===== config.mk =====
export PLATFORM = sky130hd
export DESIGN_NAME = gnss_binary_frame_receiver
export DESIGN_NICKNAME = d
export VERILOG_FILES = /design/src/rtl/core/gbfr_pkg.sv /design/src/rtl/core/gnss_binary_frame_receiver.sv
export SDC_FILE = /design/constraint.sdc
export NUM_CORES = 1
export LEC_CHECK = 0
export BUFFER_PORTS_ARGS = -buffer_cell sky130_fd_sc_hd__buf_2
export CAP_MARGIN = 20
export CORE_MARGIN = 2
export CORE_UTILIZATION = 45
export CTS_BUF_LIST = sky130_fd_sc_hd__clkbuf_2
export DETAILED_ROUTE_END_ITERATION = 16
export PLACE_DENSITY = 0.67
export SYNTH_ARGS = -nofsm -noshare
export SYNTH_HDL_FRONTEND = slang
export SYNTH_SLANG_ARGS = --single-unit

===== constraint.sdc =====
create_clock -name clk -period 11.3 [get_ports clk]
set_input_delay 0.565 -clock clk [delete_from_list [all_inputs] [get_ports clk]]
set_output_delay 0.565 -clock clk [all_outputs]
set_load 0.01 [all_outputs]

===== src/rtl/core/gbfr_pkg.sv =====
// Shared types and constants for the binary navigation frame receiver.
// Holds the one-hot parse phase type, register indexes and the result record.
// No dependencies.
package gbfr_pkg;

	localparam int unsigned CfgIdxW = 2;

	localparam logic [CfgIdxW-1:0] REG_SYNC_FIRST   = 2'd0;
	localparam logic [CfgIdxW-1:0] REG_SYNC_SECOND  = 2'd1;
	localparam logic [CfgIdxW-1:0] REG_CLASS_ACCEPT = 2'd2;

	localparam logic [7:0] SYNC_FIRST_RST   = 8'd181;
	localparam logic [7:0] SYNC_SECOND_RST  = 8'd98;
	localparam logic [7:0] CLASS_ACCEPT_RST = 8'd1;

	typedef enum logic [8:0] {
		PH_SYNC1  = 9'b000000001,
		PH_SYNC2  = 9'b000000010,
		PH_CLASS  = 9'b000000100,
		PH_ID     = 9'b000001000,
		PH_LEN_LO = 9'b000010000,
		PH_LEN_HI = 9'b000100000,
		PH_PAYLD  = 9'b001000000,
		PH_CK_A   = 9'b010000000,
		PH_CK_B   = 9'b100000000
	} phase_t;

	typedef struct packed {
		logic        end_of_frame;
		logic [7:0]  message_id;
		logic [7:0]  byte_value;
		logic [15:0] byte_index;
		logic [15:0] frame_length;
		logic        frame_ok;
	} result_t;

endpackage


===== src/rtl/core/gnss_binary_frame_receiver.sv =====
// Top level of the binary navigation frame receiver.
// Parses sync, class, id, length, payload and Fletcher-8 checksum byte by byte.
// Depends on gbfr_pkg.

// One received byte is taken per request and the receiver sustains one byte per clock
// while in_stall is low: the parse phase, counters and running checksum update in the
// cycle the byte is accepted, and any result is registered on that same clock edge.
// A second skid register lets input keep flowing for one more result while the
// output is stalled; in_stall rises only when both output registers hold results. Each
// payload byte yields one result with its index, the second checksum byte yields
// the frame end result with id, length and checksum verdict, and every other byte
// yields nothing. Configuration writes (sync bytes and accepted class) are meant to
// happen while the receiver is idle.
module gnss_binary_frame_receiver
	import gbfr_pkg::*;
(
	input  logic               clk,
	input  logic               arst_n,
	input  logic               cfg_we,
	input  logic [CfgIdxW-1:0] cfg_idx,
	input  logic [7:0]         cfg_wdata,
	input  logic               in_valid,
	output logic               in_stall,
	input  logic [7:0]         rx_byte,
	output logic               out_valid,
	input  logic               out_stall,
	output logic               end_of_frame,
	output logic [7:0]         message_id,
	output logic [7:0]         byte_value,
	output logic [15:0]        byte_index,
	output logic [15:0]        frame_length,
	output logic               frame_ok
);

	logic [7:0] sync_first_q, sync_second_q, class_accept_q;

	phase_t      phase_q, phase_d;
	logic [15:0] pos_q, pos_d;
	logic [15:0] len_q, len_d;
	logic [7:0]  sum_a_q, sum_a_d;
	logic [7:0]  sum_b_q, sum_b_d;
	logic [7:0]  id_q, id_d;
	logic [7:0]  ck_a_q, ck_a_d;

	logic [7:0]  add_a;
	logic [15:0] pos_inc;
	logic        in_acc;
	logic        res_vld;
	result_t     res;

	logic        out_vld_q, skid_vld_q;
	result_t     out_q, skid_q;
	logic        out_take;

	always_ff @(posedge clk or negedge arst_n) begin
		if (!arst_n) begin
			sync_first_q   <= SYNC_FIRST_RST;
			sync_second_q  <= SYNC_SECOND_RST;
			class_accept_q <= CLASS_ACCEPT_RST;
		end else if (cfg_we) begin
			case (cfg_idx)
				REG_SYNC_FIRST:   sync_first_q   <= cfg_wdata;
				REG_SYNC_SECOND:  sync_second_q  <= cfg_wdata;
				REG_CLASS_ACCEPT: class_accept_q <= cfg_wdata;
				default:          ;
			endcase
		end
	end

	assign in_acc  = in_valid && !in_stall;
	assign add_a   = sum_a_q + rx_byte;
	assign pos_inc = pos_q + 16'd1;

	always_comb begin
		phase_d = phase_q;
		pos_d   = pos_q;
		len_d   = len_q;
		sum_a_d = sum_a_q;
		sum_b_d = sum_b_q;
		id_d    = id_q;
		ck_a_d  = ck_a_q;
		res_vld = 1'b0;
		res     = '0;
		res.message_id   = id_q;
		res.frame_length = len_q;
		case (phase_q)
			PH_SYNC1: begin
				if (rx_byte == sync_first_q) phase_d = PH_SYNC2;
			end
			PH_SYNC2: begin
				phase_d = (rx_byte == sync_second_q) ? PH_CLASS : PH_SYNC1;
			end
			PH_CLASS: begin
				// The class byte restarts the checksum from zero.
				if (rx_byte == class_accept_q) begin
					sum_a_d = rx_byte;
					sum_b_d = rx_byte;
					phase_d = PH_ID;
				end else begin
					phase_d = PH_SYNC1;
				end
			end
			PH_ID: begin
				id_d    = rx_byte;
				sum_a_d = add_a;
				sum_b_d = sum_b_q + add_a;
				phase_d = PH_LEN_LO;
			end
			PH_LEN_LO: begin
				len_d   = {8'd0, rx_byte};
				sum_a_d = add_a;
				sum_b_d = sum_b_q + add_a;
				phase_d = PH_LEN_HI;
			end
			PH_LEN_HI: begin
				len_d   = {rx_byte, len_q[7:0]};
				sum_a_d = add_a;
				sum_b_d = sum_b_q + add_a;
				pos_d   = '0;
				// An empty payload goes straight to the checksum bytes.
				phase_d = ({rx_byte, len_q[7:0]} == 16'd0) ? PH_CK_A : PH_PAYLD;
			end
			PH_PAYLD: begin
				sum_a_d        = add_a;
				sum_b_d        = sum_b_q + add_a;
				res_vld        = 1'b1;
				res.byte_value = rx_byte;
				res.byte_index = pos_q;
				pos_d          = pos_inc;
				if (pos_inc == len_q) phase_d = PH_CK_A;
			end
			PH_CK_A: begin
				ck_a_d  = rx_byte;
				phase_d = PH_CK_B;
			end
			PH_CK_B: begin
				res_vld          = 1'b1;
				res.end_of_frame = 1'b1;
				res.frame_ok     = (ck_a_q == sum_a_q) && (rx_byte == sum_b_q);
				phase_d          = PH_SYNC1;
			end
			default: begin
				phase_d = PH_SYNC1;
			end
		endcase
	end

	always_ff @(posedge clk or negedge arst_n) begin
		if (!arst_n) begin
			phase_q <= PH_SYNC1;
			pos_q   <= '0;
			len_q   <= '0;
			sum_a_q <= '0;
			sum_b_q <= '0;
			id_q    <= '0;
			ck_a_q  <= '0;
		end else if (in_acc) begin
			phase_q <= phase_d;
			pos_q   <= pos_d;
			len_q   <= len_d;
			sum_a_q <= sum_a_d;
			sum_b_q <= sum_b_d;
			id_q    <= id_d;
			ck_a_q  <= ck_a_d;
		end
	end

	// Output register plus one skid entry; input stalls only when the skid is full.
	assign out_take = out_vld_q && !out_stall;
	assign in_stall = skid_vld_q;

	always_ff @(posedge clk or negedge arst_n) begin
		if (!arst_n) begin
			out_vld_q  <= 1'b0;
			skid_vld_q <= 1'b0;
		end else if (skid_vld_q) begin
			if (out_take) skid_vld_q <= 1'b0;
		end else if (in_acc && res_vld) begin
			if (!out_vld_q || out_take) out_vld_q <= 1'b1;
			else                        skid_vld_q <= 1'b1;
		end else if (out_take) begin
			out_vld_q <= 1'b0;
		end
	end

	always_ff @(posedge clk) begin
		if (skid_vld_q) begin
			if (out_take) out_q <= skid_q;
		end else if (in_acc && res_vld) begin
			if (!out_vld_q || out_take) out_q  <= res;
			else                        skid_q <= res;
		end
	end

	assign out_valid    = out_vld_q;
	assign end_of_frame = out_q.end_of_frame;
	assign message_id   = out_q.message_id;
	assign byte_value   = out_q.byte_value;
	assign byte_index   = out_q.byte_index;
	assign frame_length = out_q.frame_length;
	assign frame_ok     = out_q.frame_ok;

	a_skid_implies_out: assert property (@(posedge clk) disable iff (!arst_n)
		skid_vld_q |-> out_vld_q)
		else $error("skid entry holds a result while the output register is empty");

	a_ckb_gives_result: assert property (@(posedge clk) disable iff (!arst_n)
		(in_acc && phase_q == PH_CK_B) |=> out_vld_q)
		else $error("second checksum byte produced no end result");

	a_payload_index: assert property (@(posedge clk) disable iff (!arst_n)
		(out_vld_q && !out_q.end_of_frame) |->
			(out_q.byte_index < out_q.frame_length && !out_q.frame_ok))
		else $error("payload result index outside frame length");

	a_end_fields: assert property (@(posedge clk) disable iff (!arst_n)
		(out_vld_q && out_q.end_of_frame) |->
			(out_q.byte_value == 8'd0 && out_q.byte_index == 16'd0))
		else $error("end result carries payload byte fields");

endmodule


==> impl_metrics.tcl, run 1 <==
set metrics [dict create \
    synthToLayoutAreaGrowth_pct 10.0 \
    rr_startpoint "sum_a_q[0]$_DFFE_PN0P_" \
    fillers 1889 \
    syn_nets 817 \
    first_iter_violations 458 \
    io_pins 75 \
    core-area_um2 21200 \
    start_util 0.462 \
    skew_ns 0.0559 \
    crit_path_end_kind "flop" \
    gp_congestion 0.874 \
    powerDensity_nw_per_um2 121 \
    avgSynthCellArea_um2 12.6 \
    cap_violations 0 \
    synth-async-reset-ratio 0.497 \
    path_max_fanout 3 \
    viasPerCell 5.39 \
    synth.distinct_cells 67 \
    synth.cell_area_um2 9770 \
    cts_buffers 17 \
    rows 53 \
    critPathKind "flop to flop" \
    start_kind "flop" \
    cts_tree "built" \
    cts_root_buf "clkbuf_2" \
    worst_slew_pin_slew_ns 1.03 \
    worst_r2r_endpoint "sum_b_q[7]$_DFFE_PN0P_" \
    path_cells "ha_1 -> fa_1 -> a21o_1 -> a21oi_1 -> o21bai_1 -> mux2i_1 -> or3_1 -> ha_1 -> nor2_1 -> nor2_1 -> o41ai_1 -> or3_1 -> and2_1 -> a211oi_1" \
    synth_warnings 0 \
    worstPathArrival_ns 4.10 \
    synth_cells 776 \
    firstDrtPassIters 4 \
    cts_setup_buffers 0 \
    grt_pass1_wl_mm 31.2 \
    synth_ff_type "edfxtp_1" \
    cp_slowest_stage_delay_ns 0.47 \
    hp-class "primary input to async pin" \
    dp_hpwl_mm 13.0 \
    clkTransAtPathRegs_ns 0.32 \
    cts.sinks 199 \
    hold_viol 0 \
    die_h_um 151 \
    grt_pass1_vias 5827 \
    wirelength_mm 19.5 \
    finalSetupViolations 0 \
    grt_overflow 0 \
    slew_viol_final 0 \
    p_leak_nw 4.66 \
    h-tree-depth 4 \
    fin_nets 893 \
    antenna_found_initial 1 \
    peakVddDrop_uv 64.4 \
    reg2reg_depth 14 \
    dieWidth_um 151 \
    dieArea_um2 22900 \
    outcome "completed" \
    synth-seq-cells 199 \
    tns_ns 0 \
    grt_usage 0.176 \
    insertion_delay_ns 0.78 \
    fin_hold_ws_ns 0.119 \
    synth_enable_flop_cells 100 \
    r2r_setup_slack_ns 7.91 \
    drive_gt1_frac 0.264 \
    rsz0062_at_grt "no" \
    port_buffers 74 \
    post_cts_resized 0 \
    drtAntennaViolNets 0 \
    fin_crit_ns 3.39 \
    slowest_stage "dfrtp_1" \
    cts.path.max_buffers 2 \
    yosysSeqAreaShare 0.562 \
    vias 6150 \
    timing.fmax_mhz 295 \
    finalCritPeriodShare 0.300 \
    critical_path_required_ns 12.01 \
    grt_max_degree 81 \
    drcViolationCount 0 \
    relSlewSlack 0.307 \
    wl_per_cell_um 17.1 \
]
-- cell usage after synthesis, types with 5 or more instances --
cell	n	area (um2)
edfxtp_1	100	3000
dfrtp_1	89	2230
mux2_2	88	991
nand2_1	57	214
xor2_1	42	368
o21ai_1	32	160
nor2_1	31	116
xnor2_1	27	236
and2_1	26	163
clkbuf_1	24	90.1
nand3_1	23	115
a21oi_1	17	85.1
ha_1	16	200
o21ai_0	15	75.1
mux2i_1	14	140
nor4_1	14	87.6
mux2_1	11	124
dfstp_2	10	263
and3_1	9	56.3
nand4_1	9	56.3
nor2b_1	9	56.3
nor3_1	8	40.0
o31ai_1	8	60.1
inv_1	7	26.3
nand2b_1	7	43.8
buf_6	6	67.6
nand3b_1	6	45.0
buf_1	5	18.8
nor3b_1	5	37.5
-- cells in the final DEF, fill, tap and decap left out, types with 18 or more instances in the layout --
master    synthesis  layout
nand3_1          23      23
xnor2_1          27      27
nand2_1          57      57
clkbuf_2          0      18
o21ai_1          32      31
and2_1           26      26
nor2_1           31      31
xor2_1           42      42
edfxtp_1        100     100
mux2_2           88      88
buf_2             1      73
dfrtp_1          89      88
-- worst max-delay path, delay by kind of cell, from the launching register on --
family | cells | cell delay (ns)
AND/OR/NAND/NOR | 5 | 1.01
adder cells (fa/ha/maj) | 3 | 0.94
AO/OA/AOI/OAI | 5 | 0.78
flip-flops | 1 | 0.47
multiplexers | 1 | 0.13
-- final cells by class --
class	instances	area, um2	area share
timing repair buffer	94	568	0.0529
clock buffer	18	90.1	0.00838
inverter	7	26.3	0.00245
sequential	199	5490	0.511
antenna	1	2.50	0.000233
tap	275	344	0.0320
multi-input combinational	533	4080	0.379
clock inverter	14	144	0.0134
-- power breakdown --
group	internal (mW)	switching (mW)	total, mW
Sequential	0.789	0.0249	0.814
Combinational	0.0688	0.0770	0.146
Clock	0.0882	0.254	0.342
Total	0.946	0.356	1.30
-- state kept, by name, indices dropped and copies added, names as in the netlist, 8 cells and up --
register	cells
skid_q	50
byte_index	16
frame_length	16
len_q	16
pos_q	16
phase_q	9
byte_value	8
ck_a_q	8
class_accept_q	8
id_q	8
message_id	8
sum_a_q	8
sum_b_q	8
sync_first_q	8
sync_second_q	8
-- worst max-delay path by stage --
stage | startpoint | to | cells past startpoint
after floorplan | phase_q[7]$_DFFE_PN0P_ | byte_index[0]$_DFFE_PP_ | 6
after global placement | rx_byte[0] | sum_b_q[7]$_DFFE_PN0P_ | 15
after detailed placement | rx_byte[0] | sum_b_q[7]$_DFFE_PN0P_ | 15
after CTS | sum_a_q[0]$_DFFE_PN0P_ | sum_b_q[7]$_DFFE_PN0P_ | 14
after global routing | sum_a_q[0]$_DFFE_PN0P_ | sum_b_q[7]$_DFFE_PN0P_ | 14
final | sum_a_q[0]$_DFFE_PN0P_ | sum_b_q[7]$_DFFE_PN0P_ | 14
-- metrics by stage --
step	instances	area (um2)	setup WS (ns)	power [mW]	util
2_1_floorplan	776	9770	6.91	0.926	-
3_3_place_gp	1097	10400	7.58	0.966	0.491
3_5_place_dp	1097	10400	7.49	0.969	0.491
4_1_cts	1139	10700	7.90	1.31	0.507
5_1_grt	1141	10700	7.62	1.37	0.508
6_report	1141	10700	7.91	1.30	0.508
-- routing by layer --
layer / global-route usage / wire length (um) / up-vias
li1: - / - / 2991
met1: 0.262 / 9700 / 3007
met2: 0.262 / 8760 / 119
met3: 0.0343 / 676 / 33
met4: 0.0505 / 359 / 0
met5: 0 / 0 / -
-- repair_timing --
action,4_1_cts,5_1_grt
hold buffers,10,0
endpoints found under the hold margin,43,0
endpoints found under the setup margin,0,0
-- kinds of logic after synthesis --
group | Yosys count | synth area share
and+or+nand+nor | 230 | 0.131
DFF | 199 | 0.562
muxes | 113 | 0.128
AOI/OAI and AO/OA | 101 | 0.0657
xor gates and xnor gates | 71 | 0.0658
buffers and inverters | 44 | 0.0220
adders and majority gates | 18 | 0.0246
No activity file was read; power rests on OpenSTA's default activity.
==> run 2, diff against run 1 <==
Settings changed: ABC_AREA from default to 1.
Clock period 11.3 ns to 3.3 ns, I/O delays scaled along.
==> run 2 against run 1 <==
  * Largest power group unchanged
  * Critical path depth increased by 3
  * Flip-flop and latch count unchanged
  * Core utilization increased by 1.1 points
  * Critical path type unchanged
  * Global-route usage increased by 2.6 points
  * Synthesized area decreased by 1.7%
  * Power increased to 3.3 times the previous value
  * Die area decreased by 1.7%
  * Maximum frequency increased by 18%
  * Highest routed layer unchanged
==> impl_metrics.tcl, run 2 <==
set metrics [dict create \
    outcome "completed" \
    insertion_delay_ns 0.80 \
    synth.cell_area_um2 9600 \
    critPathKind "flop to flop" \
    viasPerCell 5.05 \
    fillers 1970 \
    timing.fmax_mhz 347 \
    cts_setup_buffers 0 \
    core-area_um2 21000 \
    yosysSeqAreaShare 0.572 \
    avgSynthCellArea_um2 9.44 \
    wl_per_cell_um 15.2 \
    dieWidth_um 150 \
    synthXorXnorAreaFrac 0.0559 \
    fin_area_um2 10900 \
    dp_cells 1344 \
    synth_compound_area_frac 0.0849 \
    rows 53 \
    cts_tree "built" \
    fin_nets 1163 \
    synth_top_family_by_area "simple AND/OR/NAND/NOR gates" \
    powerDensity_nw_per_um2 397 \
    start_util 0.458 \
    first_iter_violations 535 \
    dpl-instance-area_um2 10300 \
    yosysTopAreaCell "edfxtp_1" \
    synth.distinct_cells 40 \
    dp_hpwl_mm 14.7 \
    worst_slew_pin_slew_ns 1.02 \
    synth-seq-cells 199 \
    synth_fa_ha_area_frac 0.0250 \
    syn_nets 1058 \
    crit_path_end_kind "flop" \
    vias 7129 \
    synth_most_common_cell "nand2_1" \
    critical_path_required_ns 4.02 \
    tns_ns 0 \
    preCtsSetupSlack_ns 0.292 \
    p_leak_nw 5.14 \
    grt_pass1_wl_mm 35.4 \
    fin_crit_ns 2.88 \
    hp-class "primary input to flop" \
    regArea_um2 5490 \
    worstPathArrival_ns 3.60 \
    finalSetupViolations 0 \
    setup_slack_ns 0.418 \
    worstHoldStart "cfg_wdata[5]" \
    drtAntennaViolNets 0 \
    skew_ns 0.0376 \
    peakVddDrop_uv 213 \
    cts.sinks 199 \
    finalCritPeriodShare 0.873 \
    hold_viol 0 \
    cts_buffers 17 \
    drcViolationCount 0 \
    top_register "skid_q" \
    synth_warnings 0 \
    grt_max_degree 81 \
    grt_pass1_vias 7003 \
    synth_cells 1017 \
    multi_input_area_um2 3590 \
    synth_mux_area_frac 0 \
    grt_usage 0.201 \
    synth-async-reset-ratio 0.497 \
    port_buffers 74 \
    ys_top_cells_by_area "edfxtp_1 31%, dfrtp_1 23%, nand2_1 11%, o21ai_0 4.7%, inv_1 3.8%" \
    io_pins 75 \
    firstDrtPassIters 6 \
    antenna_found_initial 1 \
    layout_commonest_cell "nand2_1" \
    grt_overflow 0 \
    final_core_util 0.519 \
    synth_ff_type "edfxtp_1" \
    fin_total_pwr_mw 4.31 \
    layout_common_cells "288 x nand2_1, 100 x edfxtp_1, 96 x inv_1, 88 x o21ai_0, 88 x dfrtp_1" \
    synth_common_cells "288 x nand2_1, 100 x edfxtp_1, 96 x inv_1, 90 x o21ai_0, 89 x dfrtp_1" \
    largest_reg_flops 50 \
    slew_viol_final 0 \
    h-tree-depth 4 \
    rsz0062_at_grt "no" \
    final_cell_count_no_fill 1411 \
    synthToLayoutAreaGrowth_pct 13.3 \
    synth_enable_flop_cells 100 \
    synth-simple-area-share 0.207 \
    die_h_um 150 \
    wirelength_mm 21.4 \
    cts_root_buf "clkbuf_2" \
    cts.path.max_buffers 2 \
    gp_congestion 0.877 \
    drive_gt1_frac 0.142 \
    cap_violations 0 \
    dieArea_um2 22500 \
    clkTransAtPathRegs_ns 0.29 \
    path_max_fanout 4 \
    worstSetupStartpoint "sum_a_q[0]$_DFFE_PN0P_" \
    relSlewSlack 0.321 \
    fin_hold_ws_ns 0.163 \
    rr_startpoint "sum_a_q[0]$_DFFE_PN0P_" \
    synth_top_area_frac 0.313 \
    start_kind "flop" \
]
## run 2: metal layers
metal	wire length, um	up-vias	GRT usage
met1	9560	3359	0.270
met5	0	-	0
met4	421	0	0.0608
met3	923	29	0.0345
met2	10500	154	0.336
li1	-	3587	-
## run 2: layout make-up
class	instances	area share
clock inverters	15	0.0131
repair buffers	118	0.0757
inverters	103	0.0356
diodes	1	0.000230
clock buffers	17	0.00783
flip-flops and latches	199	0.505
multi-input cells	683	0.331
well taps	275	0.0316
## run 2: worst paths after layout
path	end	slack (ns)	cells past startpoint
min	sync_first_q[5]$_DFFE_PN1P_	0.16	4
max reg2reg	sum_b_q[7]$_DFFE_PN0P_	0.42	17
min in group asynchronous	sync_second_q[7]$_DFFE_PN0P_	0.37	3
max	sum_b_q[7]$_DFFE_PN0P_	0.42	17
min reg2reg	skid_q[45]$_DFFE_PP_	0.46	0
max in group asynchronous	phase_q[7]$_DFFE_PN0P_	2.24	4
## run 2: repair_timing
item / in CTS / in global routing
hold buffers: 32 / 1
endpoints found under the setup margin: 0 / 1
endpoints found under the hold margin: 210 / 33
gates resized for setup: 0 / 3
## run 2: logic make-up (layout without fill, tap and decap cells)
group | after synthesis | count (layout)
AOI/OAI and AO/OA | 146 | 146
xor gates and xnor gates | 55 | 55
adders and majority gates | 18 | 18
buffers and inverters | 135 | 253
DFF | 199 | 199
other | 0 | 1
and+or+nand+nor | 464 | 464
## run 2: power by group
group	total, mW	switching, mW	internal [mW]
clock network	1.13	0.895	0.236
logic	0.453	0.271	0.182
registers	2.73	0.0557	2.67
## run 2: critical path, stage by stage, from the launching register on
cell and delay (ns):
dfrtp_1 0.47, ha_1 0.22, fa_1 0.39, nand2_1 0.07, inv_1 0.05, o21ai_1 0.15
nand3_1 0.09, nand2_1 0.07, inv_1 0.05, ha_1 0.33, a21oi_1 0.16, a21boi_1 0.20
nor2_1 0.07, o21ai_1 0.16, nand2_1 0.07, nand3_1 0.07, nand3_1 0.06, a21boi_1 0.14
